## config.mk

```make
export PLATFORM = sky130hd
export DESIGN_NAME = wrt_cell
export DESIGN_NICKNAME = d
export VERILOG_FILES = /design/src/rtl/wrt_pkg.sv /design/src/rtl/wrt_cell.sv
export SDC_FILE = /design/constraint.sdc
export NUM_CORES = 2
export LEC_CHECK = 0
export ABC_AREA = 1
export BUFFER_PORTS_ARGS = -buffer_cell sky130_fd_sc_hd__clkbuf_2
export CAP_MARGIN = 5
export CORE_ASPECT_RATIO = 1.25
export CORE_UTILIZATION = 56
export DETAILED_ROUTE_END_ITERATION = 16
export HOLD_SLACK_MARGIN = 0.15
export MAX_ROUTING_LAYER = met4
export PLACE_DENSITY_LB_ADDON = 0.1
export REMOVE_ABC_BUFFERS = 1
export SYNTH_ARGS = -nofsm -noshare
export SYNTH_HDL_FRONTEND = slang
export SYNTH_SLANG_ARGS = --single-unit
```

## constraint.sdc

```tcl
create_clock -name clk -period 23.1 [get_ports clk]
set_input_delay 5.775 -clock clk [delete_from_list [all_inputs] [get_ports clk]]
set_output_delay 5.775 -clock clk [all_outputs]
set_load 0.05 [all_outputs]
```

## src/rtl/wrt_pkg.sv

```systemverilog
`timescale 1ns / 1ps
// ============================================================================
// wrt_pkg: shared types and helpers for the wave reflection tube step
// Fixed-point formats, sequencer states, cell control and the round and
// saturate helper used by every junction cell and the lip filter.
// ============================================================================
package wrt_pkg;

    localparam int COEF_W  = 16;
    localparam int PRES_W  = 24;
    localparam int ACC_W   = 48;
    localparam int FRAC_W  = 14;
    localparam int INDEX_W = 6;

    localparam logic signed [PRES_W-1:0] P_MAX = 24'sh7FFFFF;
    localparam logic signed [PRES_W-1:0] P_MIN = 24'sh800000;

    // Operation codes carried in the input tuser.
    localparam logic OP_LOAD = 1'b0;
    localparam logic OP_TICK = 1'b1;

    // Register indexes of the configuration port.
    localparam logic [2:0] REG_LIP_ATT   = 3'd0;
    localparam logic [2:0] REG_PREV_BACK = 3'd1;
    localparam logic [2:0] REG_INC_BACK  = 3'd2;
    localparam logic [2:0] REG_FEEDBACK  = 3'd3;
    localparam logic [2:0] REG_PREV_FWD  = 3'd4;
    localparam logic [2:0] REG_INC_FWD   = 3'd5;

    typedef enum logic [1:0] {
        ST_IDLE,
        ST_PH1,
        ST_PH2,
        ST_PH3
    } tick_state_t;

    // Control broadcast to every cell.
    typedef struct packed {
        logic                     load_en;
        logic [INDEX_W-1:0]       load_index;
        logic signed [COEF_W-1:0] load_refl;
        logic signed [COEF_W-1:0] load_att;
        logic                     ph1;
        logic                     ph2;
    } cell_ctl_t;

    typedef struct packed {
        logic signed [PRES_W-1:0] val;
        logic                     clip;
    } scaled_t;

    // Round half up by 2^-14, then saturate to 24 bits.
    function automatic scaled_t scale(input logic signed [ACC_W-1:0] x);
        logic signed [ACC_W-1:0] y;
        scaled_t                 s;
        y = (x + ACC_W'(8192)) >>> FRAC_W;
        if (y > ACC_W'(P_MAX)) begin
            s.val  = P_MAX;
            s.clip = 1'b1;
        end
        else if (y < ACC_W'(P_MIN)) begin
            s.val  = P_MIN;
            s.clip = 1'b1;
        end
        else begin
            s.val  = y[PRES_W-1:0];
            s.clip = 1'b0;
        end
        return s;
    endfunction

endpackage

```

## src/rtl/wrt_cell.sv

```systemverilog
`timescale 1ns / 1ps
// ============================================================================
// wrt_cell: one tube section with its far scattering junction
// Holds the section's waves and coefficients. Phase one attenuates both
// waves; phase two scatters at the far junction and hands the new forward
// wave to the next cell.
// ============================================================================
module wrt_cell
    import wrt_pkg::*;
#(
    parameter int K = 0
)
(
    input  logic                     clk,
    input  logic                     rst_n,
    input  cell_ctl_t                ctl,
    input  logic signed [PRES_W-1:0] ba_in,
    input  logic signed [PRES_W-1:0] fw_in,
    input  logic                     fw_in_clip,
    output logic signed [PRES_W-1:0] ba_out,
    output logic signed [PRES_W-1:0] fa_out,
    output logic signed [PRES_W-1:0] fw_out,
    output logic                     fw_out_clip,
    output logic signed [PRES_W-1:0] bw_out,
    output logic signed [COEF_W-1:0] att_out,
    output logic                     clip
);

    logic signed [PRES_W-1:0] fw_reg, bw_reg, fa_reg, ba_reg;
    logic signed [COEF_W-1:0] r_reg, a_reg;
    logic                     clip_reg;

    logic signed [ACC_W-1:0]  prod_f, prod_b, prod_r, sum_b, sum_f;
    logic signed [PRES_W:0]   diff;
    scaled_t                  sc_fa, sc_ba, sc_bw, sc_fw;

    // Attenuation products for phase one.
    assign prod_f = a_reg * fw_reg;
    assign prod_b = a_reg * bw_reg;
    assign sc_fa  = scale(prod_f);
    assign sc_ba  = scale(prod_b);

    // Junction: both outgoing waves share R * (fa - ba_next).
    assign diff   = (PRES_W+1)'(fa_reg) - (PRES_W+1)'(ba_in);
    assign prod_r = r_reg * diff;
    assign sum_b  = (ACC_W'(ba_in) <<< FRAC_W) + prod_r;
    assign sum_f  = (ACC_W'(fa_reg) <<< FRAC_W) + prod_r;
    assign sc_bw  = scale(sum_b);
    assign sc_fw  = scale(sum_f);

    // Coefficient store, written by load transactions.
    always_ff @(posedge clk)
    begin
        if (ctl.load_en && (32'(ctl.load_index) == K))
        begin
            r_reg <= ctl.load_refl;
            a_reg <= ctl.load_att;
        end
    end

    // Wave state and per-tick clip flag.
    always_ff @(posedge clk or negedge rst_n)
    begin
        if (!rst_n)
        begin
            fw_reg   <= '0;
            bw_reg   <= '0;
            fa_reg   <= '0;
            ba_reg   <= '0;
            clip_reg <= 1'b0;
        end
        else if (ctl.ph1)
        begin
            fa_reg   <= sc_fa.val;
            ba_reg   <= sc_ba.val;
            clip_reg <= sc_fa.clip | sc_ba.clip;
        end
        else if (ctl.ph2)
        begin
            bw_reg   <= sc_bw.val;
            fw_reg   <= fw_in;
            clip_reg <= clip_reg | sc_bw.clip | fw_in_clip;
        end
    end

    assign ba_out      = ba_reg;
    assign fa_out      = fa_reg;
    assign fw_out      = sc_fw.val;
    assign fw_out_clip = sc_fw.clip;
    assign bw_out      = bw_reg;
    assign att_out     = a_reg;
    assign clip        = clip_reg;

endmodule
```

==> results by group <==
Die
  • Die area: 93,800 um^2
  • Die Width: 274 um
  • Placement Rows: between 100 and 150
  • Ports: 206
  • Starting density of the core: 0.566
  • Die Y: around 340 um
  • Core Area: 91,500 um^2

Place
  • Worst slack, placed: 0.717 ns
  • RePlAce Congestion: between 0.9 and 1
  • Detail Placement HPWL: about 130 mm
  • Placed inst area: 53,800 um^2
  • Dpl cells: 7,723
  • PortBufs: 205

Cells and area
  • Ratio of cells with drive above 1 in the final layout: 0.0695
  • Area grow syn2layout: 4.98%
  • Final #Nets: 8,149
  • Finished Layout Cells: 7,759
  • Fin area: 54,400 um^2

CTS
  • Clk slew on worst S/H paths: 0.06 ns
  • Clock tree buffer depth: 2
  • Total setup buffers inserted after CTS: 0
  • Clock sinks: 129
  • TritonCTS buffer count: 17
  • # hold bufs at CTS: 0
  • Worst skew pair latency: around 0.53 ns
  • Root buf cell: clkbuf_16
  • Htree depth: 4
  • CTS tree: yes

GRT
  • GRT overflow: 0
  • Initial antenna violation count: 5
  • Largest net degree at the start of global routing: 68
  • Total track usage: 0.363
  • Number of global-route vias before repair: between 40,000 and 50,000
  • First-pass GRT wire length: ~250 mm

Detailed routing
  • Drt pass-1 iters: 14
  • Routed Antenna Nets: 0
  • Routed WL: 158 mm
  • Vias per inst: 5.45
  • DRC: 35
  • DR iter-0 viols: 2,977
  • Via Count: between 40,000 and 50,000
  • Routed wire per std cell: 20.3 um

Worst setup path
  • Worst Path Required: approximately 17 ns
  • Most used cell, CP: nand2_1
  • Startpoint types: input port
  • Critical-path maximum fanout: 19
  • Crit path capture type: primary output
  • CP Class: input port to primary output
  • Crit path largest cell delay: 0.59 ns
  • Critical path arrival: around 17 ns
  • Worst path slowest cell: xor2_2

Timing
  • Relative slew slack: 0.213
  • Clk_skew: between 0.02 and 0.025 ns
  • FMAX: 44.5 MHz
  • RSZ-0062 raised after global routing: false
  • Finish-stage setup viols: 0
  • Fin crit share: 0.973
  • Final Hold Fails: 0
  • Min cycle time layout: 22.47 ns
  • Slew @ Worst Pin: 1.18 ns
  • Total negative slack: 0 ns
  • Worst setup margin: 0.634 ns
  • Max-slew violations: 0

Logic synthesis
  • Synthesized area: around 52,000 um^2
  • Seq/Total Area, Yosys: 0.0654
  • Synth unique cells: between 60 and 70
  • Mapped Cells: 6,503
  • Number of synthesized flops with an enable pin: 32
  • Syn. warnings: 0
  • Area share of fa/ha/maj cells after synthesis: 0.531
  • Syn Area/Cell: 7.97 um^2
  • Largest family of logic cells by synthesized area: adder cells
  • Synth Area in Simple Gates: 0.173
  • Synth Flop Type: dfrtp_1
  • Post-Synth XOR/XNOR Area: 0.0270
  • Mux cell area share after synthesis: 0
  • Compound-gate portion of the synthesized area: 0.0610
  • #FFs+latches synth: between 100 and 150
  • Async SR Flop Fraction: 0.752

Run status
  • Failing checks: DRC
  • Status: finished with violations

Hold path
  • Hold WC Path Type: register to register

Run
  • Max-cap violation count: 0
==> placed cells by master, fill, tap and decap left out, drive strengths merged, types with 39 or more instances in the layout <==
master,n
a21o,39
a21oi,276
buf,66
clkbuf,222
dfrtp,97
fa,1148
ha,364
inv,1679
nand2,1579
nand3,81
nor2,443
o21ai,124
or2,56
xnor2,63
xor2,95
==> what timing repair did <==
item | CTS | global route
endpoints found under the setup margin | 0 | 19
gates resized for setup | 0 | 1
hold endpoints to repair | 0 | 0
==> per-layer routing <==
layer,global-route usage,vias up,routed length (um)
li1,-,18988,-
met5,-,-,0
met2,0.607,1661,78200
met1,0.434,21252,60500
met3,0.0554,417,11100
met4,0.163,0,7860
==> through the flow <==
stage,hold WS [ns],utilization
6_report,0.512,0.595
5_1_grt,0.552,0.595
4_1_cts,0.520,0.594
3_5_place_dp,0.504,0.588
3_3_place_gp,0.485,0.588
2_1_floorplan,0.672,-
==> cell usage after synthesis (all sizes together) (2+ instances only) <==
master      n  area (um^2)
a211oi      3         22.5
a21boi     10         75.1
a21o       39          293
a21oi     276         1490
a221oi      3         26.3
a22oi       2         15.0
a31o        2         17.5
a31oi      33          213
buf        41          270
clkbuf    206          781
clkinv     10         37.5
dfrtp      97         2430
edfxtp     32          961
fa       1148        23000
ha        364         4550
inv      1676         6290
nand2    1579         6060
nand3      81          430
nand3b      5         37.5
nand4      24          150
nor2      443         1690
nor3       32          165
nor4       13         81.3
o2111ai     4         35.0
o211ai      6         45.0
o21a        9         67.6
o21ai     124          662
o21bai     15          116
o31ai       5         51.3
or2        56          350
xnor2      63          552
xor2       95          847
==> worst max-delay path: cells and delay by family <==
family | cells | cell delay (ns)
AOI/OAI and AO/OA | 15 | 3.02
xor gates and xnor gates | 2 | 0.94
adders and majority gates | 10 | 4.21
buffers and inverters | 9 | 1.34
and+or+nand+nor | 15 | 1.35
==> final cells by class <==
type | count | area (um^2)
multi-input cells | 4441 | 41100
fillers | 8560 | 37100
inverters | 1686 | 6330
flip-flops and latches | 129 | 3390
repair buffers | 270 | 1520
well taps | 1197 | 1500
clock buffers | 18 | 429
clock inverters | 13 | 163
diodes | 5 | 12.5
==> kinds of logic after synthesis <==
| family | count (synthesis) |
|---|---|
| adders and majority gates | 1512 |
| DFF | 129 |
| AOI/OAI and AO/OA | 535 |
| xor gates and xnor gates | 158 |
| buffers and inverters | 1933 |
| and+or+nand+nor | 2236 |
==> worst paths after layout <==
path	start	endpoint	slack [ns]	cells after the start
worst max-delay path	ba_in[0]	fw_out[5]	0.63	51
worst max register to register	fa_out[0]	clip	11.33	49
worst min-delay path	ba_out[23]	ba_out[23]	0.51	2
worst min register to register	ba_out[23]	ba_out[23]	0.51	2
min in group asynchronous	rst_n	ba_out[23]	5.19	1
max in group asynchronous	rst_n	bw_out[11]	16.51	2
Power is not shown: default switching activity piles up to over one toggle a cycle in this logic, so the estimate is an artifact.
